**src/design/wsl1_div.sv**
```systemverilog
// Restoring divider, one quotient bit per cycle, for the per-set average.
// No package dependencies.
module wsl1_div #(
	parameter int DW = 49,
	parameter int CW = 32
) (
	input  logic          clk,
	input  logic          arst_n,
	input  logic          start,
	input  logic [DW-1:0] dividend,
	input  logic [CW-1:0] divisor,
	output logic          done,
	output logic [DW-1:0] quotient
);

	localparam int NW = $clog2(DW + 1);

	logic          busy_q;
	logic          done_q;
	logic [NW-1:0] steps_q;
	logic [CW-1:0] rem_q;
	logic [CW-1:0] dvs_q;
	logic [DW-1:0] quo_q;
	logic [CW:0]   rem_sh;
	logic [CW:0]   rem_sub;
	logic          fits;

	always_comb begin
		rem_sh  = {rem_q, quo_q[DW-1]};
		rem_sub = rem_sh - {1'b0, dvs_q};
		fits    = (rem_sh >= {1'b0, dvs_q});
	end

	assign done     = done_q;
	assign quotient = quo_q;

	always_ff @(posedge clk or negedge arst_n) begin
		if (!arst_n) begin
			busy_q  <= 1'b0;
			done_q  <= 1'b0;
			steps_q <= '0;
		end else begin
			done_q <= 1'b0;
			if (start) begin
				busy_q  <= 1'b1;
				steps_q <= NW'(DW);
			end else if (busy_q) begin
				steps_q <= steps_q - 1'b1;
				if (steps_q == NW'(1)) begin
					busy_q <= 1'b0;
					done_q <= 1'b1;
				end
			end
		end
	end

	always_ff @(posedge clk) begin
		if (start) begin
			quo_q <= dividend;
			rem_q <= '0;
			dvs_q <= divisor;
		end else if (busy_q) begin
			quo_q <= {quo_q[DW-2:0], fits};
			rem_q <= fits ? rem_sub[CW-1:0] : rem_sh[CW-1:0];
		end
	end

endmodule

```
**config.mk**
```make
export PLATFORM = sky130hd
export DESIGN_NAME = wsl1_div
export DESIGN_NICKNAME = d
export VERILOG_FILES = /design/src/design/wsl1_div.sv
export SDC_FILE = /design/constraint.sdc
export NUM_CORES = 1
export LEC_CHECK = 0
export BUFFER_PORTS_ARGS = -buffer_cell sky130_fd_sc_hd__clkbuf_2
export CAP_MARGIN = 20
export CORE_MARGIN = 3
export CORE_UTILIZATION = 35
export DETAILED_ROUTE_END_ITERATION = 12
export SLEW_MARGIN = 40
export SYNTH_ARGS = -nofsm -noshare
export SYNTH_HDL_FRONTEND = slang
export SYNTH_SLANG_ARGS = --single-unit
```
**constraint.sdc**
```tcl
create_clock -name clk -period 3.1 [get_ports clk]
set_input_delay 0.465 -clock clk [delete_from_list [all_inputs] [get_ports clk]]
set_output_delay 0.465 -clock clk [all_outputs]
set_load 0.05 [all_outputs]
```
# --- Word-level counts from Yosys, hierarchy flattened ---
# Index checks and enable logic that the tools add are counted.
classes:
  n_mux: 11
  order_cmp: 1
  reduce_logical: 1
  eq_ne: 1
  n_addsub: 2
op_table:
  columns: ["operator", "count"]
  rows:
  - ["$mux W49", 2]
  - ["$ge A33 B32 Y1", 1]
  - ["$mux W32", 1]
  - ["$sub A32 B32 Y32", 1]
  - ["$mux W6", 2]
  - ["$eq A6 B1 Y1 const B", 1]
  - ["$mux W1", 6]
  - ["$sub A6 B1 Y6 const B", 1]
  - ["$reduce_bool A2 Y1", 1]
totals:
  register_bits: 121
  output_inout_bits: 50
  wordCells: 22

# --- Longest topological paths before layout ---
depth:
  word_depth: 4
  mapped_depth: 13
  depth_no_buf: 11

# --- Worst setup path after synthesis ---
# OpenSTA, ideal clock, no wires.
synth_timing:
  path_kind: "reg-to-reg"
  startpoint: "register quo_q[48], in the netlist quotient[48]"
  endpoint: "register rem_q[28]"
  arrival_ns: 2.922
  setup_slack_ns: 0.083
  t_required_ns: 3.005
  stages_incl_launch_ff: 12
  setup_ns: 0.095
  path_buffers: 0
  cell_sequence: "edfxtp_1 > inv_1 > ha_1 > fa_1 > nor2b_1 > o21bai_1 > a221oi_2 > and3b_1 > o211ai_2 > a41oi_1 > mux2_2 > a221oi_1"
synth_via:
  elab_chain_cells: 2
  elab_cells_between_ends: 3
  cone_classes: "add/sub (1); order compare (1); mux (1)"
synth_rtl:
  columns: ["element", "line", "rtl"]
  rows:
  - ["start, declared", "23", "logic [DW-1:0] quo_q;"]
  - ["start signal, assigned", "59", "quo_q <= dividend;"]
  - ["start signal, assigned", "63", "quo_q <= {quo_q[DW-2:0], fits};"]
  - ["$sub A32 B32 Y32 / $ge A33 B32 Y1 (equally long branches)", "30, 31", null]
  - ["$mux W32 *", "64", "rem_q <= fits ? rem_sub[CW-1:0] : rem_sh[CW-1:0];"]
  - ["end signal, assigned", "64", null]
  - ["end, declared", "21", "logic [CW-1:0] rem_q;"]
# Mark *: on every way between the ends. The rest lies on a longest branch, timed or not.
# A chain may end at the register's enable or synchronous reset.

# --- Final worst setup path ---
layout_timing:
  startpoint: "register dvs_q[1]"
  endpoint: "register rem_q[29]"
layout_via:
  elab_chain_cells: 2
  elab_cells_between_ends: 3
  cone_classes: "add/sub (1); order compare (1); mux (1)"
layout_rtl:
  columns: ["element", "line", "rtl"]
  rows:
  - ["start, declared", "22", "logic [CW-1:0] dvs_q;"]
  - ["start signal, assigned", "61", "dvs_q <= divisor;"]
  - ["$sub A32 B32 Y32 / $ge A33 B32 Y1 (equally long branches)", "30, 31", null]
  - ["$mux W32 *", "64", null]
# Marked as above.

==> results.md <==
* Relative slew slack at 0.606
* Data arrival time of the worst path at 3.30 ns
* Clock-pin slew on the worst setup and hold paths at 0.06 ns
* IO Pins at 134
* Syn_nets at 780
* Commonest cells in the netlist: edfxtp_1 (81), nand2_1 (66), mux2_2 (52)
* #FFs+latches synth at 121
* First DRT Iteration DRCs at 205
* WL/cell at 15.4 um
* Core Region at 19000 sq um
* Leakage at 0.00380 uW
* Vias in the first global route at 5743
* Buffers on Ports at 133
* Overall die area at 21400 sq um
* Placer Congestion at 0.815
* Library cells used by synthesis at 67
* Antenna diode count at 0
* Sequential Area at 3270 sq um
* Total track usage at 0.160
* Fmax at 0.336 GHz
* Clk sinks at 121
* Via count at 5519
* Initial antenna violation count at 0
* Startpoint Class: register
* Final Skew at 0.0115 ns
* Crit end category: register
* Fillers at 1858
* Pin count of the biggest net entering global routing at 59
* Pre-CTS setup slack at -0.0101 ns
* Worst EP required at 3.42 ns
* Post-Syn Area at 6900 sq um
* Peak supply drop at 0.000541 V
* Clock Latency Late Sink at 0.42 ns
* Most frequent cell after synthesis: edfxtp_1
* Power Dens Cells at 855 nW/um^2
* Nets at 933
* H-tree levels at 4
* Syn Area/Cell at 10.4 sq um
* Die span in y at 146 um
* Maximum root-to-sink buffer count at 2
* Share of the synthesized area in the top cell type at 0.353
* Worst hold path class: in -> reg
* Total negative slack at 0 ns
* CTS root buf: clkbuf_16
* TritonCTS clock tree: done
* Final wirelength at 16.8 mm
* First-pass GRT wire length at 28.2 mm
* Crit path cell chain: inv_2, ha_4, nor2b_4, o2111ai_4, a21o_1, a2111o_1, a211oi_4, nor2_4, buf_12, or3_4, a311oi_2
* Synth top area cells: edfxtp_1 (35%), dfxtp_1 (9.3%), mux2_2 (8.5%), ha_1 (6.2%), nand2_1 (3.6%)
* Crit Path Category: reg -> reg
* Share of layout cells above drive strength 1 at 0.331
* Drt pass-1 iters at 6
* Outcome: finished, final reports clean
* Max Slew Vio Count at 0
* Slowest cell on crit path: a2111o_1
* Share of flip-flops with an asynchronous set or reset at 0.0661
* CP Max Fanout at 12
* Synth Warn # at 0
* Total CTS buffers at 17
* Final Hold Fails at 0
* Fin crit period at 2.98 ns
* Core Util, Final at 0.461
* Post-synth EDFFs at 81
* DRC Markers at 0
* Initial Util at 0.363
* Final setup vio count at 0
* CP peak stage delay at 0.49 ns
* Remaining global-route overflow at 0
* Most used DFF post-synth: edfxtp_1
* Syn Inst Count at 661
* Chip width at 146 um
* Top cell type by total area after synthesis: edfxtp_1
* # Max-Cap Violations at 0
* DPL Wire Length at 12.0 mm
* Fin crit share at 0.960
* Row count at 50
* RSZ-0062 raised after global routing: yes
* Slew at the pin with the worst max-slew slack at 0.590 ns
* Area delta synth->final at 27.0%
* Sequential cell area fraction in the yosys report at 0.474
* DR vias/cell at 5.08
* Routed Antenna Nets at 0
* Area of the multi-input gates at 3380 sq um
* Final WS setup at 0.123 ns
## worst paths after layout
| path | from | to | slack, ns | cells after the start |
|---|---|---|---|---|
| setup / recovery | dvs_q[1]$_DFFE_PP_ | rem_q[29]$_SDFFE_PP0P_ | 0.12 | 11 |
| hold reg to reg | rem_q[22]$_SDFFE_PP0P_ | rem_q[22]$_SDFFE_PP0P_ | 0.49 | 2 |
| setup reg to reg | dvs_q[1]$_DFFE_PP_ | rem_q[29]$_SDFFE_PP0P_ | 0.12 | 11 |
| min in group asynchronous | arst_n | steps_q[4]$_DFFE_PN0P_ | 0.45 | 2 |
| max in group asynchronous | arst_n | steps_q[0]$_DFFE_PN0P_ | 2.47 | 2 |
| hold / removal | divisor[5] | dvs_q[5]$_DFFE_PP_ | 0.22 | 1 |
## cell type report
class / instances / area share
multi-input cells: 459 / 0.386
flip-flops and latches: 121 / 0.374
repair buffers: 167 / 0.116
clock buffers: 20 / 0.0498
well taps: 260 / 0.0371
inverters: 48 / 0.0206
clock inverters: 12 / 0.0176
## critical path: cells and delay by family, from the launching register on
family	cells	cell delay, ns
DFF	1	0.40
adders and majority gates	1	0.27
AOI/OAI and AO/OA	5	1.38
and+or+nand+nor	3	0.61
buffers and inverters	2	0.22
## power by group
| group | total (uW) | switching (uW) | internal (uW) |
|---|---|---|---|
| Sequential | 2250 | 212 | 2030 |
| Clock | 1990 | 730 | 1260 |
| Combinational | 3250 | 1870 | 1390 |
## routing by layer
layer / part of all wire / track usage / vias up
met5: 0 / 0 / -
met4: 0.015 / 0.0532 / 0
met3: 0.074 / 0.0534 / 20
met2: 0.46 / 0.253 / 168
met1: 0.46 / 0.207 / 2566
li1: - / - / 2765
## per-stage QoR
stage	instances	total power, uW	area (sq um)	hold slack, ns
final	1087	7490	8760	0.220
after global routing	1087	8000	8760	0.201
after CTS	1080	7320	8570	0.196
after detailed placement	1047	5280	7970	0.324
after global placement	1046	5270	7950	0.323
after floorplan	661	4510	6900	0.169
## state kept, by name (all words and copies together) (netlist names)
name	count
done	1
quotient	49
steps_q	6
dvs_q	32
rem_q	32
busy_q	1
## cells by family (layout without fill, tap and decap cells)
kind of cell / Yosys count / count (layout) / share of synthesized area
flops: 121 / 121 / 0.474
mux: 55 / 55 / 0.0892
simple gates: 190 / 190 / 0.129
xor+xnor: 19 / 19 / 0.0241
buf+inv: 81 / 247 / 0.0499
fa+ha+maj: 35 / 35 / 0.0646
compound gates: 160 / 160 / 0.169
## timing repair
| action | 4_1_cts | 5_1_grt |
|---|---|---|
| endpoints found under the hold margin | 8 | 0 |
| gates cloned | 0 | 1 |
| resized for setup | 0 | 22 |
| endpoints found under the setup margin | 1 | 32 |
| pin swaps | 1 | 6 |
| buffers inserted | 0 | 6 |
| hold buffers | 1 | 0 |
## cell usage in the layout (no fill, tap or decap), drive strengths merged, types with 4 or more instances in the layout
master	n
nor2	47
a211oi	8
o21ai	22
or2	7
nand4	10
nor2b	4
nand2b	6
dfrtp	8
or3	6
o21a	5
o21bai	7
nor3	12
xnor2	13
a31oi	6
o211ai	4
mux2	52
clkbuf	153
nand2	67
and2	4
clkinv	7
a21o	15
a311oi	25
nand3	14
dfxtp	32
edfxtp	81
ha	34
buf	33
a21oi	36
a211o	6
xor2	6
inv	47
(Power assumes the default switching activity.)
