## config.mk

```make
export PLATFORM = sky130hd
export DESIGN_NAME = wsl1_queue
export DESIGN_NICKNAME = d
export VERILOG_FILES = /design/src/design/wsl1_pkg.sv /design/src/design/wsl1_queue.sv
export SDC_FILE = /design/constraint.sdc
export NUM_CORES = 1
export LEC_CHECK = 0
export ABC_CLOCK_PERIOD_IN_PS = 3680
export BUFFER_PORTS_ARGS = -buffer_cell sky130_fd_sc_hd__buf_2
export CAP_MARGIN = 30
export CORE_AREA = 2 2 183 140
export CTS_BUF_LIST = sky130_fd_sc_hd__clkbuf_4 sky130_fd_sc_hd__clkbuf_8
export CTS_CLUSTER_DIAMETER = 150
export DETAILED_ROUTE_END_ITERATION = 6
export DIE_AREA = 0 0 185 142
export PLACE_DENSITY = 0.82
export SYNTH_ARGS = -nofsm -noshare
export SYNTH_HDL_FRONTEND = slang
export SYNTH_SLANG_ARGS = --single-unit
```

## constraint.sdc

```tcl
create_clock -name clk -period 3.68 [get_ports clk]
set_input_delay 0.184 -clock clk [delete_from_list [all_inputs] [get_ports clk]]
set_output_delay 0.184 -clock clk [all_outputs]
set_load 0.05 [all_outputs]
```

## src/design/wsl1_pkg.sv

```systemverilog
// Shared types, constants and helpers of the weighted smooth L1 loss sum unit.
// No dependencies; every other design module but the divider imports it.
package wsl1_pkg;

	localparam int DEF_COUNT_WIDTH = 32;
	localparam int DEF_ACC_WIDTH   = 48;

	localparam int FIELD_W     = 32;
	localparam int LOSS_W      = 48;
	localparam int CFG_INDEX_W = 2;
	localparam int QUEUE_DEPTH = 4;

	// datapath widths of the term computation
	localparam int PROD_W    = 64;              // one 32x32 product
	localparam int MAG_W     = 63;              // clipped term magnitude
	localparam int WIDE_W    = PROD_W + 33;     // split product recombined
	localparam int ACC_SUM_W = 65;              // accumulator plus signed term

	localparam logic [FIELD_W-1:0] SIGMA_SQ_RESET     = 32'h0001_0000;
	localparam logic [FIELD_W-1:0] INV_SIGMA_SQ_RESET = 32'h0001_0000;

	// register indexes on the configuration channel
	localparam logic [CFG_INDEX_W-1:0] REG_SIGMA_SQ     = 2'd0;
	localparam logic [CFG_INDEX_W-1:0] REG_INV_SIGMA_SQ = 2'd1;
	localparam logic [CFG_INDEX_W-1:0] REG_AVERAGE      = 2'd2;

	typedef struct packed {
		logic [FIELD_W-1:0] sigma_sq;
		logic [FIELD_W-1:0] inv_sigma_sq;
		logic               average;
	} cfg_t;

	// one element after classification by the front end
	typedef struct packed {
		logic [FIELD_W-1:0] dmag;      // |prediction - target|
		logic [FIELD_W-1:0] winmag;    // |inside_weight|
		logic [FIELD_W-1:0] woutmag;   // |outside_weight|
		logic               wneg;      // outside_weight < 0
		logic               last;
	} elem_t;

	function automatic logic [FIELD_W-1:0] mag32(input logic [FIELD_W-1:0] x);
		mag32 = x[FIELD_W-1] ? (~x + 1'b1) : x;
	endfunction

endpackage

```

## src/design/wsl1_queue.sv

```systemverilog
// Short element queue between front and back end.
// Depends on wsl1_pkg for the element type.
module wsl1_queue import wsl1_pkg::*; #(
	parameter int DEPTH = QUEUE_DEPTH
) (
	input  logic  clk,
	input  logic  arst_n,
	input  logic  push_valid,
	output logic  push_ready,
	input  elem_t push_elem,
	output logic  pop_valid,
	input  logic  pop,
	output elem_t pop_elem
);

	localparam int PW = (DEPTH > 1) ? $clog2(DEPTH) : 1;
	localparam int CW = $clog2(DEPTH + 1);

	elem_t         slot_q [DEPTH];
	logic [PW-1:0] wr_ptr_q;
	logic [PW-1:0] rd_ptr_q;
	logic [CW-1:0] fill_q;
	logic          do_push;
	logic          do_pop;

	assign push_ready = (fill_q != CW'(DEPTH));
	assign pop_valid  = (fill_q != '0);
	assign pop_elem   = slot_q[rd_ptr_q];
	assign do_push    = push_valid && push_ready;
	assign do_pop     = pop && pop_valid;

	function automatic logic [PW-1:0] ptr_next(input logic [PW-1:0] p);
		ptr_next = (p == PW'(DEPTH - 1)) ? '0 : p + 1'b1;
	endfunction

	always_ff @(posedge clk or negedge arst_n) begin
		if (!arst_n) begin
			wr_ptr_q <= '0;
			rd_ptr_q <= '0;
			fill_q   <= '0;
		end else begin
			if (do_push) begin
				wr_ptr_q <= ptr_next(wr_ptr_q);
			end
			if (do_pop) begin
				rd_ptr_q <= ptr_next(rd_ptr_q);
			end
			if (do_push && !do_pop) begin
				fill_q <= fill_q + 1'b1;
			end else if (do_pop && !do_push) begin
				fill_q <= fill_q - 1'b1;
			end
		end
	end

	always_ff @(posedge clk) begin
		if (do_push) begin
			slot_q[wr_ptr_q] <= push_elem;
		end
	end

endmodule

```

# [Yosys cells after proc, flatten, opt, wreduce, memory -nomap -nowiden]
# Memory sizes are Yosys's and may differ from the RTL's.
# Index checks and enable logic that the tools add are counted.
# Widths: inputs -> output; s select.
[classes] add_sub_neg=4 n_eq_ne=3 mux=6 n_reduce_logical=8
[ops] cell="$mux 3" n=2
[ops] cell="$add 2x1->2 const B" n=2
[ops] cell="$eq 2x2->1 const B" n=2
[ops] cell="$logic_and 1x1->1" n=4
[ops] cell="$mux 2" n=2
[ops] cell="$add 3x1->3 const B" n=1
[ops] cell="$ne 3x3->1 const B" n=1
[ops] cell="$reduce_bool 3->1" n=1
[ops] cell="$sub 3x1->3 const B" n=1
[ops] cell="$logic_not 1->1" n=2
[ops] cell="$mux 1" n=2
[ops] cell="$reduce_bool 2->1" n=1
[totals] regBits=7 mem_bits_rw=392 in_bits=102 n_memories=1
[mem_list] name="slot_q" words=4 word_bits=98 rd=1 rd_ports_with_merged_regs=0 write_ports=1 line="wsl1_queue.sv:19" rtl="elem_t slot_q [DEPTH];"

# [Depth between registers and ports, before layout]
[depth] word_depth=6 ltp_mapped=8 mapped_depth_nobuf=8

# [Worst setup path after synthesis]
# Ideal clock, no wire load.
[synth_timing] kind="reg2reg" startpoint="reg fill_q[2]" endpoint="mem slot_q[0][0] in the netlist's numbering (enable)" setup_time_ns=0.413 arrival_time_ns=2.043 required_ns=3.267 path_slack_ns=1.224 stages_incl_launch_ff=3 n_path_buf=0 synth_period_minus_slack_ns=2.456 path_cell_list="dfrtp_1 or3b_4 and3_2"
[synth_via] elab_chain_cells=4
[synth_lines] item="from (decl)" line="wsl1_queue.sv:22" rtl="logic [CW-1:0] fill_q;"
[synth_lines] item="from (signal assigned)" line="wsl1_queue.sv:49" rtl="fill_q <= fill_q + 1'b1;"
[synth_lines] item="from (signal assigned)" line="wsl1_queue.sv:51" rtl="fill_q <= fill_q - 1'b1;"
[synth_lines] item="$ne 3x3->1" line="wsl1_queue.sv:26" rtl="assign push_ready = (fill_q != CW'(DEPTH));"
[synth_lines] item="named net push_ready" line="wsl1_queue.sv:9" rtl="output logic push_ready,"
[synth_lines] item="$logic_and 1x1->1" line="wsl1_queue.sv:29" rtl="assign do_push = push_valid && push_ready;"
[synth_lines] item="$mux 1" line="wsl1_queue.sv:57" rtl="if (do_push) begin"
[synth_lines] item="$mux 1 (implied by the code)" line="wsl1_queue.sv:58" rtl="slot_q[wr_ptr_q] <= push_elem;"
[synth_lines] item="to (decl)" line="wsl1_queue.sv:19"
# The timed path passes the listed nets, and every way through them passes these cells.

==> reports/summary.txt <==
RSZ-0062 raised after global routing: no
largest net degree at the start of global routing: 61
power share of the combinational group: 0.391
WHS: 36.5 ps
Slew headroom: 0.467
CP endpoint kind: output port
die height: 142 um
syn avg cell area: 26.5 um2
Final Hold Fails: 0
TritonCTS Buffers: 58
filler cell count in the final layout: 1,379
CTS tree: built
Net Switching: 6.25 mW
antenna violations before repair: 3
Clock Tree Root: clkbuf_8
layout net count: 1,005
WP data arrival: 2660 ps
Clk pwr share: 0.207
fin crit share: 0.772
PortBufs: 201
# clock sinks: 399
GRT overflow: 0
Vias per Instance: 5.51
commonest non-fill, non-tap cells in the layout: edfxtp_1, buf_2, dlygate4sd3_1
Skew-Pair Late Insertion Delay: 590 ps
Layout Skew: 16.0 ps
critical path launch point type: register
Worst-Margin Slew: 800 ps
WL final: 28,500 um
Mapped Nets: 657
Final Setup Violations: 0
total power: 16.0 mW
HP Class: primary input to register
Starting Density: 0.592
Yosys top cell area share: 0.810
leakage power: 6.27 nW
dpl cell area: 16,000 um2
global-route wire length before repair: 43,400 um
gpl congestion: 0.726
vias after detailed routing: 7,041
area of the die: 26,300 um2
num rows: 50
Routed Antenna Nets: 0
TNS Setup: 0 ps
Worst R2R End: fill_q[2]$_DFFE_PN0P_
Worst Reg-to-Reg Cells: 8
Final Cell Area: 18,100 um2
post-synth top area cell: edfxtp_1
#FFs+latches synth: 399
Final Slew Violations: 0
dpl ws: 1390 ps
Max-Cap Viols: 0
Min Clock Period, post-route: 2840 ps
GR Util met3: 0.0668
post-synth cell types: 20
CTS Buffer Depth: 3
largest cells by area after synthesis: edfxtp_1, mux4_2, dfrtp_1, ha_1, buf_2
CTS H-tree lvls: 2
drt wl/cell: 22.3 um
flop-to-flop setup slack: 1380 ps
fin cells: 1,277
power density over the cells: 881 nW/um2
fraction of layout cells with a size suffix above 1: 0.433
Remaining DRCs: 0
sequential share of the synthesized area: 0.822
Req. time, crit path: 3500 ps
clk slew on worst S/H paths: 60 ps
Ys Warns: 0
peak supply drop: 0.620 mV
number of DRC markers in iteration 0: 323
RR Startpoint: fill_q[1]$_DFFE_PN0P_
Crit Path Max Fanout: 37
Max Clk Rate: 0.352 GHz
status: finished clean
vias in the first global route: 7,816
Setup Crit Path Kind: register to output port
Most Crowded Layer GR: met2
switch share: 0.392
Final WS setup: 839 ps
Reg power frac: 0.402
Post-Syn Instances: 548
M1 GR Usage: 0.287
Detail Placement HPWL: 16,600 um
Syn-to-layout area delta: 24.7%
TritonRoute pass-1 iters: 4
All-Layer GR Usage: 0.223
Mapped Area: 14,500 um2
Worst Setup SP: rd_ptr_q[0]$_DFFE_PN0P_
cell count after placement: 1,074
met2 Usage GRT: 0.373
Int Pwr: 9.71 mW
end point of the critical path: pop_elem[76]
die width: 185 um
commonest non-fill, non-tap cell in the layout: edfxtp_1
I/O pins: 202
core region area: 24,500 um2
Util after Layout: 0.738
repair_timing:
action	in CTS	in global routing
setup buffers	0	0
endpoints found under the hold margin	399	0
gates resized for setup	0	0
hold buffers	100	0
flip-flops by register name, summed over array words and instances, names as in the netlist:
signal,cells
rd_ptr_q,2
wr_ptr_q,2
fill_q,3
slot_q,392
how the worst min path moves through the flow:
| stage | startpoint | end | slack (ps) | cells after the start |
|---|---|---|---|---|
| 2_1_floorplan | arst_n | fill_q[0]$_DFFE_PN0P_ | -110 | 0 |
| 5_1_grt | pop | rd_ptr_q[0]$_DFFE_PN0P_ | 40 | 3 |
| 3_5_place_dp | arst_n | wr_ptr_q[0]$_DFFE_PN0P_ | 30 | 1 |
| 4_1_cts | pop | rd_ptr_q[0]$_DFFE_PN0P_ | 5 | 3 |
| 3_3_place_gp | arst_n | wr_ptr_q[1]$_DFFE_PN0P_ | 20 | 1 |
| 6_report | pop | rd_ptr_q[0]$_DFFE_PN0P_ | 40 | 3 |
worst max-delay path, cell delays in order (launching register included):
cell     delay (ps)
dfrtp_4         820
buf_12          370
mux4_2          580
buf_2           240
power groups by stage:
stage,clock (mW),sequential (mW),combinational (mW)
finish,3.30,6.41,6.24
global placement,0,6.43,6.11
detailed placement,0,6.52,6.22
floorplan,0,6.25,4.94
CTS,3.38,6.43,6.32
global route,3.55,6.50,6.56
cell families after synthesis:
group         share of synthesized area
fa+ha+maj                       0.00655
xor+xnor                        0.00181
mux                               0.156
flops                             0.822
simple gates                    0.00500
buf+inv                         0.00784
synth_stat cells (all sizes together):
| library cell | n |
|---|---|
| dfrtp | 7 |
| mux4 | 98 |
| ha | 6 |
| and3 | 4 |
| nor2 | 3 |
| clkbuf | 5 |
| or3 | 1 |
| fa | 1 |
| buf | 17 |
| mux2 | 5 |
| and2 | 1 |
| xnor2 | 1 |
| edfxtp | 392 |
| or3b | 1 |
| xor2 | 2 |
| nand2 | 1 |
| inv | 3 |
routing by layer:
metal | vias up | wire, um
li1 | 3073 | -
met1 | 3666 | 11400
met2 | 256 | 14400
met3 | 46 | 2240
met4 | 0 | 447
met5 | - | 0
area by class of cell:
| cell class | instances | area [um2] | share of cell area |
|---|---|---|---|
| diodes | 4 | 10.0 | 0.000553 |
| clock buffers | 79 | 975 | 0.0538 |
| clock inverters | 20 | 108 | 0.00594 |
| inverters | 3 | 11.3 | 0.000622 |
| multi-input cells | 124 | 2480 | 0.137 |
| flip-flops and latches | 399 | 12000 | 0.660 |
| well taps | 338 | 423 | 0.0234 |
| repair buffers | 310 | 2150 | 0.119 |
(Power assumes the default switching activity.)
