[src/design/wsl1_pkg.sv]
// Shared types, constants and helpers of the weighted smooth L1 loss sum unit.
// No dependencies; every other design module but the divider imports it.
package wsl1_pkg;

	localparam int DEF_COUNT_WIDTH = 32;
	localparam int DEF_ACC_WIDTH   = 48;

	localparam int FIELD_W     = 32;
	localparam int LOSS_W      = 48;
	localparam int CFG_INDEX_W = 2;
	localparam int QUEUE_DEPTH = 4;

	// datapath widths of the term computation
	localparam int PROD_W    = 64;              // one 32x32 product
	localparam int MAG_W     = 63;              // clipped term magnitude
	localparam int WIDE_W    = PROD_W + 33;     // split product recombined
	localparam int ACC_SUM_W = 65;              // accumulator plus signed term

	localparam logic [FIELD_W-1:0] SIGMA_SQ_RESET     = 32'h0001_0000;
	localparam logic [FIELD_W-1:0] INV_SIGMA_SQ_RESET = 32'h0001_0000;

	// register indexes on the configuration channel
	localparam logic [CFG_INDEX_W-1:0] REG_SIGMA_SQ     = 2'd0;
	localparam logic [CFG_INDEX_W-1:0] REG_INV_SIGMA_SQ = 2'd1;
	localparam logic [CFG_INDEX_W-1:0] REG_AVERAGE      = 2'd2;

	typedef struct packed {
		logic [FIELD_W-1:0] sigma_sq;
		logic [FIELD_W-1:0] inv_sigma_sq;
		logic               average;
	} cfg_t;

	// one element after classification by the front end
	typedef struct packed {
		logic [FIELD_W-1:0] dmag;      // |prediction - target|
		logic [FIELD_W-1:0] winmag;    // |inside_weight|
		logic [FIELD_W-1:0] woutmag;   // |outside_weight|
		logic               wneg;      // outside_weight < 0
		logic               last;
	} elem_t;

	function automatic logic [FIELD_W-1:0] mag32(input logic [FIELD_W-1:0] x);
		mag32 = x[FIELD_W-1] ? (~x + 1'b1) : x;
	endfunction

endpackage

[src/design/wsl1_back.sv]
// Back end: per-element loss term on a shared 32x32 multiplier, saturating
// accumulation, set close-out and output register. Depends on wsl1_pkg.
module wsl1_back import wsl1_pkg::*; #(
	parameter int COUNT_WIDTH = DEF_COUNT_WIDTH,
	parameter int ACC_WIDTH   = DEF_ACC_WIDTH,
	parameter int DW          = ((ACC_WIDTH > COUNT_WIDTH) ? ACC_WIDTH : COUNT_WIDTH) + 1
) (
	input  logic              clk,
	input  logic              arst_n,
	input  cfg_t              cfg,
	input  logic              q_valid,
	input  elem_t             q_elem,
	output logic              q_pop,
	output logic              div_start,
	output logic [DW-1:0]     div_dividend,
	output logic [COUNT_WIDTH-1:0] div_divisor,
	input  logic              div_done,
	input  logic [DW-1:0]     div_quotient,
	output logic              out_valid,
	input  logic              out_ready,
	output logic [LOSS_W-1:0] out_loss,
	output logic              out_sat
);

	localparam int RES_W = ((DW + 1) > (LOSS_W + 1)) ? (DW + 1) : (LOSS_W + 1);
	localparam int SW    = ACC_SUM_W;

	localparam logic signed [SW-1:0] ACC_MAX_EXT =
		{{(SW - ACC_WIDTH + 1){1'b0}}, {(ACC_WIDTH - 1){1'b1}}};
	localparam logic signed [SW-1:0] ACC_MIN_EXT = ~ACC_MAX_EXT;
	localparam logic signed [RES_W-1:0] LOSS_MAX_EXT =
		{{(RES_W - LOSS_W + 1){1'b0}}, {(LOSS_W - 1){1'b1}}};
	localparam logic signed [RES_W-1:0] LOSS_MIN_EXT = ~LOSS_MAX_EXT;
	localparam logic [PROD_W-1:0] RND_Q16 = PROD_W'(32'h0000_8000);

	localparam logic [3:0] ST_IDLE     = 4'd0;
	localparam logic [3:0] ST_AV       = 4'd1;
	localparam logic [3:0] ST_ZONE     = 4'd2;
	localparam logic [3:0] ST_AA       = 4'd3;
	localparam logic [3:0] ST_SQ       = 4'd4;
	localparam logic [3:0] ST_MLO      = 4'd5;
	localparam logic [3:0] ST_MHI      = 4'd6;
	localparam logic [3:0] ST_MSUM     = 4'd7;
	localparam logic [3:0] ST_HALF     = 4'd8;
	localparam logic [3:0] ST_ACC      = 4'd9;
	localparam logic [3:0] ST_DIV_GO   = 4'd10;
	localparam logic [3:0] ST_DIV_WAIT = 4'd11;
	localparam logic [3:0] ST_EMIT     = 4'd12;

	logic [3:0]               state_q;
	elem_t                    elem_q;
	logic [PROD_W-1:0]        prod_q;
	logic [PROD_W-1:0]        mx_q;
	logic [FIELD_W-1:0]       my_q;
	logic                     ph_q;      // 1: weight step, 0: sigma step
	logic [PROD_W:0]          lo_q;
	logic [MAG_W-1:0]         t_q;
	logic signed [ACC_WIDTH-1:0] acc_q;
	logic [COUNT_WIDTH-1:0]   cnt_q;
	logic                     ovf_q;
	logic                     out_valid_q;
	logic [LOSS_W-1:0]        loss_q;
	logic                     sat_q;

	logic [FIELD_W-1:0]       op_a;
	logic [FIELD_W-1:0]       op_b;
	logic [PROD_W-1:0]        mul_p;
	logic [PROD_W-1:0]        thr;
	logic                     quad;
	logic [PROD_W-1:0]        a_rnd;
	logic [PROD_W-1:0]        lin;
	logic [PROD_W:0]          sq;
	logic [WIDE_W-1:0]        wide;
	logic                     clip;
	logic [MAG_W-1:0]         tmag;
	logic [PROD_W-1:0]        half_sum;
	logic signed [SW-1:0]     acc_ext;
	logic signed [SW-1:0]     term_ext;
	logic signed [SW-1:0]     acc_sum;
	logic [ACC_WIDTH-1:0]     acc_mag;
	logic [RES_W-1:0]         q_ext;
	logic signed [RES_W-1:0]  res_w;
	logic                     res_hi;
	logic                     res_lo;
	logic                     emit_go;

	// shared multiplier operand select
	always_comb begin
		case (state_q)
			ST_AV: begin
				op_a = elem_q.dmag;
				op_b = elem_q.winmag;
			end
			ST_AA: begin
				op_a = mx_q[FIELD_W-1:0];
				op_b = mx_q[FIELD_W-1:0];
			end
			ST_MHI: begin
				op_a = mx_q[PROD_W-1:FIELD_W];
				op_b = my_q;
			end
			default: begin
				op_a = mx_q[FIELD_W-1:0];
				op_b = my_q;
			end
		endcase
		mul_p = op_a * op_b;
	end

	always_comb begin
		// zone test on |v| (Q.32) against the threshold
		thr   = {16'd0, cfg.inv_sigma_sq, 16'd0};
		quad  = (prod_q < thr);
		a_rnd = prod_q + RND_Q16;
		lin   = prod_q - {17'd0, cfg.inv_sigma_sq, 15'd0} + RND_Q16;
		// square rounded to Q.16
		sq    = {1'b0, prod_q} + {1'b0, RND_Q16};
		// split product recombined, rounded, clipped
		wide  = WIDE_W'(lo_q) + {1'b0, prod_q, 32'd0};
		clip  = |wide[WIDE_W-1:MAG_W+16];
		tmag  = clip ? {MAG_W{1'b1}} : wide[MAG_W+15:16];
		half_sum = {1'b0, t_q} + PROD_W'(1);
		// saturating accumulate
		acc_ext  = {{(SW - ACC_WIDTH){acc_q[ACC_WIDTH-1]}}, acc_q};
		term_ext = elem_q.wneg ? -{{(SW - MAG_W){1'b0}}, t_q}
		                       : {{(SW - MAG_W){1'b0}}, t_q};
		acc_sum  = acc_ext + term_ext;
		// close-out value
		acc_mag  = acc_q[ACC_WIDTH-1] ? (~acc_q + 1'b1) : acc_q;
		q_ext    = RES_W'(div_quotient);
		if (cfg.average) begin
			res_w = acc_q[ACC_WIDTH-1] ? -q_ext : q_ext;
		end else begin
			res_w = {{(RES_W - ACC_WIDTH){acc_q[ACC_WIDTH-1]}}, acc_q};
		end
		res_hi  = (res_w > LOSS_MAX_EXT);
		res_lo  = (res_w < LOSS_MIN_EXT);
		emit_go = (state_q == ST_EMIT) && (!out_valid_q || out_ready);
	end

	assign q_pop        = (state_q == ST_IDLE) && q_valid;
	assign div_start    = (state_q == ST_DIV_GO);
	assign div_dividend = DW'(acc_mag) + DW'(cnt_q >> 1);
	assign div_divisor  = cnt_q;
	assign out_valid    = out_valid_q;
	assign out_loss     = loss_q;
	assign out_sat      = sat_q;

	always_ff @(posedge clk or negedge arst_n) begin
		if (!arst_n) begin
			state_q     <= ST_IDLE;
			ph_q        <= 1'b0;
			acc_q       <= '0;
			cnt_q       <= '0;
			ovf_q       <= 1'b0;
			out_valid_q <= 1'b0;
		end else begin
			// load a new result, or drop the delivered one
			if (emit_go) begin
				out_valid_q <= 1'b1;
			end else if (out_ready) begin
				out_valid_q <= 1'b0;
			end
			case (state_q)
				ST_IDLE: begin
					if (q_valid) begin
						state_q <= ST_AV;
					end
				end
				ST_AV: begin
					state_q <= ST_ZONE;
				end
				ST_ZONE: begin
					if (quad) begin
						state_q <= ST_AA;
					end else begin
						ph_q    <= 1'b1;
						state_q <= ST_MLO;
					end
				end
				ST_AA: begin
					state_q <= ST_SQ;
				end
				ST_SQ: begin
					ph_q    <= 1'b0;
					state_q <= ST_MLO;
				end
				ST_MLO: begin
					state_q <= ST_MHI;
				end
				ST_MHI: begin
					state_q <= ST_MSUM;
				end
				ST_MSUM: begin
					if (clip) begin
						ovf_q <= 1'b1;
					end
					state_q <= ph_q ? ST_ACC : ST_HALF;
				end
				ST_HALF: begin
					ph_q    <= 1'b1;
					state_q <= ST_MLO;
				end
				ST_ACC: begin
					if (acc_sum > ACC_MAX_EXT) begin
						acc_q <= ACC_MAX_EXT[ACC_WIDTH-1:0];
						ovf_q <= 1'b1;
					end else if (acc_sum < ACC_MIN_EXT) begin
						acc_q <= ACC_MIN_EXT[ACC_WIDTH-1:0];
						ovf_q <= 1'b1;
					end else begin
						acc_q <= acc_sum[ACC_WIDTH-1:0];
					end
					if (cnt_q != {COUNT_WIDTH{1'b1}}) begin
						cnt_q <= cnt_q + 1'b1;
					end
					if (!elem_q.last) begin
						state_q <= ST_IDLE;
					end else if (cfg.average) begin
						state_q <= ST_DIV_GO;
					end else begin
						state_q <= ST_EMIT;
					end
				end
				ST_DIV_GO: begin
					state_q <= ST_DIV_WAIT;
				end
				ST_DIV_WAIT: begin
					if (div_done) begin
						state_q <= ST_EMIT;
					end
				end
				ST_EMIT: begin
					// hold until the output register is free
					if (emit_go) begin
						acc_q       <= '0;
						cnt_q       <= '0;
						ovf_q       <= 1'b0;
						state_q     <= ST_IDLE;
					end
				end
				default: begin
					state_q <= ST_IDLE;
				end
			endcase
		end
	end

	always_ff @(posedge clk) begin
		prod_q <= mul_p;
		if (q_pop) begin
			elem_q <= q_elem;
		end
		case (state_q)
			ST_ZONE: begin
				if (quad) begin
					mx_q <= {32'd0, a_rnd[47:16]};
				end else begin
					mx_q <= {16'd0, lin[PROD_W-1:16]};
					my_q <= elem_q.woutmag;
				end
			end
			ST_SQ: begin
				mx_q <= {15'd0, sq[PROD_W:16]};
				my_q <= cfg.sigma_sq;
			end
			ST_MHI: begin
				lo_q <= {1'b0, prod_q} + {1'b0, RND_Q16};
			end
			ST_MSUM: begin
				t_q <= tmag;
			end
			ST_HALF: begin
				mx_q <= {1'b0, half_sum[PROD_W-1:1]};
				my_q <= elem_q.woutmag;
			end
			default: begin
			end
		endcase
		if (emit_go) begin
			if (res_hi) begin
				loss_q <= LOSS_MAX_EXT[LOSS_W-1:0];
			end else if (res_lo) begin
				loss_q <= LOSS_MIN_EXT[LOSS_W-1:0];
			end else begin
				loss_q <= res_w[LOSS_W-1:0];
			end
			sat_q <= ovf_q || res_hi || res_lo;
		end
	end

endmodule

[config.mk]
export PLATFORM = sky130hd
export DESIGN_NAME = wsl1_back
export DESIGN_NICKNAME = d
export VERILOG_FILES = /design/src/design/wsl1_pkg.sv /design/src/design/wsl1_back.sv
export SDC_FILE = /design/constraint.sdc
export NUM_CORES = 2
export LEC_CHECK = 0
export BUFFER_PORTS_ARGS = -buffer_cell sky130_fd_sc_hd__buf_2
export CAP_MARGIN = 20
export CORE_ASPECT_RATIO = 0.5
export CORE_MARGIN = 2
export CORE_UTILIZATION = 30
export DETAILED_ROUTE_END_ITERATION = 8
export GPL_TIMING_DRIVEN = 1
export PLACE_DENSITY = 0.53
export SLEW_MARGIN = 5
export SYNTH_ARGS = -nofsm -noshare
export SYNTH_HDL_FRONTEND = slang
export SYNTH_SLANG_ARGS = --single-unit
[constraint.sdc]
create_clock -name clk -period 31.7 [get_ports clk]
set_input_delay 6.34 -clock clk [delete_from_list [all_inputs] [get_ports clk]]
set_output_delay 6.34 -clock clk [all_outputs]
set_load 0.02 [all_outputs]
; Yosys cells after proc, flatten, opt, wreduce, memory -nomap -nowiden
; Index checks and enable logic that the tools add are counted.
[totals]
out_inout_bits = 133
latchBits = 0
ramBits = 0
input_bits = 217
register_bits = 522
mem_count = 0
mem_bits_ro = 0
wordCells = 110
[op_classes]
n_mul = 1
n_reduce_logical = 18
n_eq_ne = 20
magnitude_cmp = 5
bitwise_logic = 1
div_mod_pow = 0
add_sub_neg = 12
shift = 0
n_mux = 35
[ops]
columns = operator, count
row1 = two-way mux 48 bit, 6
row2 = one-hot mux 32 bit (2 select lines), 3
row3 = one-hot mux 64 bit (3 select lines), 1
row4 = two-way mux 50 bit, 2
row5 = adder 65 x 96 -> 97 bit, 1
row6 = two-way mux 32 bit, 3
row7 = one-hot mux 32 bit (3 select lines), 1
row8 = one-hot mux 48 bit (2 select lines), 1
row9 = adder 48 x 65 -> 65 bit, 1
row10 = adder 64 x 16 -> 65 bit (second input constant), 1
row11 = > comparator 65 x 48 -> 1 bit (second input constant), 1
row12 = < comparator 65 x 48 -> 1 bit (second input constant), 1
row13 = two-way mux 65 bit, 1
row14 = negation 63 -> 65 bit, 1
row15 = adder 63 x 1 -> 64 bit (second input constant), 1
row16 = adder 64 x 16 -> 64 bit (second input constant), 1
row17 = < comparator 64 x 48 -> 1 bit, 1
row18 = multiplier 32 x 32 -> 64 bit, 1
row19 = subtractor 64 x 47 -> 64 bit, 1
row20 = > comparator 50 x 48 -> 1 bit (second input constant), 1
row21 = < comparator 50 x 48 -> 1 bit (second input constant), 1
row22 = negation 49 -> 50 bit, 1
row23 = adder 48 x 31 -> 49 bit, 1
row24 = adder 48 x 1 -> 48 bit (second input constant), 1
row25 = 26 further kinds, 58

; Longest topological paths before layout
[logic_depth]
word_depth = 7
depth_mapped = 41
mapped_depth_nobuf = 36

; Worst setup path before layout
; No wires, ideal clock.
[synth_path]
path_type = input-to-output
start = in q_valid
end = out q_pop
t_required_ns = 25.360
stages = 1
arrival_ns = 8.780
setup_slack_ns = 16.580
cell_sequence = and3_1
[synth_between]
elab_chain_cells = 1
[synth_rtl]
columns = item, line
row1 = from (decl), wsl1_back.sv:11  ; input logic q_valid,
row2 = logical AND 1 bit, wsl1_back.sv:141  ; assign q_pop = (state_q == ST_IDLE) && q_valid;
row3 = to (decl), wsl1_back.sv:13  ; output logic q_pop,
; Every way passes these cells.

; Worst setup path after layout
; Ends and elaborated chain as after synthesis.

==> out/results.ini <==
[run_status]
outcome=complete, no violations

[placement]
numPortBuffers=348
hpwl_mm=204
place_congestion=0.981

[final_layout]
area_delta_synth_final_pct=10.5
nets=9687
drive_gt1_share_pct=8.23
multi_input_area_mm2=0.0502
seq_area_mm2=0.0141
final_common_cell=inv_1
fillers=23969
final_cell_mix=1052 x inv_1, 979 x nand2_1, 899 x fa_1

[synth]
ys_types=84
synthMuxAreaShare_pct=0.547
ys_async_sr_fraction_pct=17.2
synth-compound-area-share_pct=12.6
ys_seq_area_share_pct=20.3
syn-instance-count=7867
synth_area_mm2=0.0695
ys.flop_type=edfxtp_1
synth-edff-count=354
synth_top_family_by_area=adder cells
synthAdderAreaFrac_pct=35.8
synth_warnings=0
synth-simple-area-share_pct=16.4
synth_area_per_cell_um2=8.83
ys_ff_latch=505
synth_xor_xnor_area_share_pct=6.66
syn_nets=9533

[floorplan]
die_area_mm2=0.236
fp.dieH_um=344
num_rows=124
coreArea_mm2=0.229
die_w_um=685
ios=350
start_util_pct=30.3

[worst_setup_path]
r2r_cells=29
path_delay_family=simple AND/OR/NAND/NOR gates
path_common_cell=buf_2
worst-path-buf-inv=2
critical_path_required_ps=25360
cp_num_cells=3
path_class=primary input to output port
path_max_fanout=31
timing.rr.start=state_q[0]
crit_chain=buf_2 > and3_4 > buf_2
slowest_delay_ps=480
worstSetupStartpointType=primary input
slowest_stage=and3_4
crit-reg2reg-capture=prod_q[57]
r2r_setup_slack_ps=19850
end_kind=output port
worstPathArrival_ps=7190

[cts]
numCtsBuffers=58
post_cts_buffers=0
cts_buffer_depth=3
tritoncts=yes
htree_levels=2
clock_sinks=505
holdBufCountCts=0
cts-resized-gates=0
cts-root-buf=clkbuf_16
clk_pin_slew_ps=70
insertion_delay_ps=700

[sta]
hold_viol=0
fin_tns_setup_ps=0
setup_violations=0
worstMarginPinSlew_ps=1090
max_freq_ghz=0.0739
finalMaxSlewViolations=0
rsz0062_at_grt=no
maxSlewHeadroom_pct=26.8
fin_crit_ps=13530
finalCritPeriodShare_pct=42.7
skew_ps=37.4

[worst_hold_path]
whs_endpoint=t_q[0]
hold_path_depth=1
hp-class=flip-flop to flip-flop
worstHoldStart=lo_q[16]

[route]
drt_iter0_markers=5159
via_count=58125
vias_per_cell=5.21
routedWlPerCell_um=23.3
firstDrtPassIters=9
wl_mm=260
drc_errors=0
drt.antenna.violating_nets=0

[global_routing]
grt_pass1_vias=57578
overflow=0
antenna_found_initial=7
grt_pass1_wl_mm=382
grt_usage_pct=21.7
grt_max_degree=94

[job]
drv_cap=0

cell type report:
class	instances	area share [%]
inverter	1053	5.15
clock inverter	47	0.795
tap	3087	5.03
timing repair buffer	464	3.42
sequential	505	18.3
antenna	1	0.00326
multi-input combinational	5939	65.3
clock buffer	63	1.91
cells by family after synthesis:
logic type,after synthesis
simple gates,2565
other cells,1
xor+xnor,528
flops,505
mux,38
buf+inv,1423
compound gates,1358
fa+ha+maj,1449
how the worst max path moves through the flow:
stage	from	end	slack, ps
finish	q_valid	q_pop	18170
floorplan	q_valid	q_pop	16580
detailed placement	q_valid	q_pop	18170
global route	q_valid	q_pop	18130
CTS	q_valid	q_pop	18170
global placement	q_valid	q_pop	18180
state kept, by name, summed over array words and instances (netlist names):
register / cells
ph_q: 1
out_loss: 48
elem_q: 98
out_valid: 1
t_q: 63
prod_q: 64
mx_q: 63
out_sat: 1
state_q: 4
div_divisor: 32
ovf_q: 1
my_q: 32
lo_q: 49
acc_q: 48
per-layer routing:
| metal | global-route usage [%] | vias up | part of all wire [%] |
|---|---|---|---|
| li1 | - | 26261 | - |
| met1 | 29.0 | 29195 | 43 |
| met2 | 35.6 | 2246 | 45 |
| met3 | 3.31 | 419 | 7.5 |
| met4 | 8.16 | 4 | 4.3 |
| met5 | 0 | - | 0.010 |
synth_stat cells (37+ instances only):
| library cell | n | share of area [%] |
|---|---|---|
| o21ai_0 | 334 | 2.4 |
| nand3_1 | 137 | 0.99 |
| clkbuf_1 | 320 | 1.7 |
| dfrtp_1 | 87 | 3.1 |
| a21oi_1 | 358 | 2.6 |
| a221o_1 | 56 | 0.81 |
| ha_1 | 550 | 9.9 |
| inv_1 | 1052 | 5.7 |
| nand4_1 | 80 | 0.72 |
| nand2b_1 | 69 | 0.62 |
| xor2_1 | 200 | 2.5 |
| or3_1 | 55 | 0.50 |
| nor2_1 | 847 | 4.6 |
| and2_1 | 59 | 0.53 |
| edfxtp_1 | 354 | 15 |
| dfxtp_1 | 64 | 1.8 |
| nand2_1 | 982 | 5.3 |
| o31ai_1 | 60 | 0.65 |
| nor2b_1 | 41 | 0.37 |
| fa_1 | 899 | 26 |
| mux2i_1 | 38 | 0.55 |
| nor3_1 | 78 | 0.56 |
| and3_1 | 69 | 0.62 |
| o21bai_1 | 37 | 0.40 |
| a21o_1 | 180 | 1.9 |
| xnor2_1 | 327 | 4.1 |
| a22oi_1 | 61 | 0.66 |
metrics by stage:
| step | setup slack [ps] | cell area, um2 | hold WS [ps] | std cells | util [%] |
|---|---|---|---|---|---|
| 2_1_floorplan | 16580 | 69500 | 465 | 7867 | - |
| 3_3_place_gp | 18180 | 74700 | 479 | 11047 | 32.6 |
| 3_5_place_dp | 18170 | 74700 | 483 | 11047 | 32.6 |
| 4_1_cts | 18170 | 76800 | 487 | 11157 | 33.5 |
| 5_1_grt | 18130 | 76800 | 516 | 11158 | 33.5 |
| 6_report | 18170 | 76800 | 490 | 11159 | 33.5 |
Power is left out: the tool's default activity adds up to more than one toggle a clock period on the data nets, which glitch-free logic cannot reach.
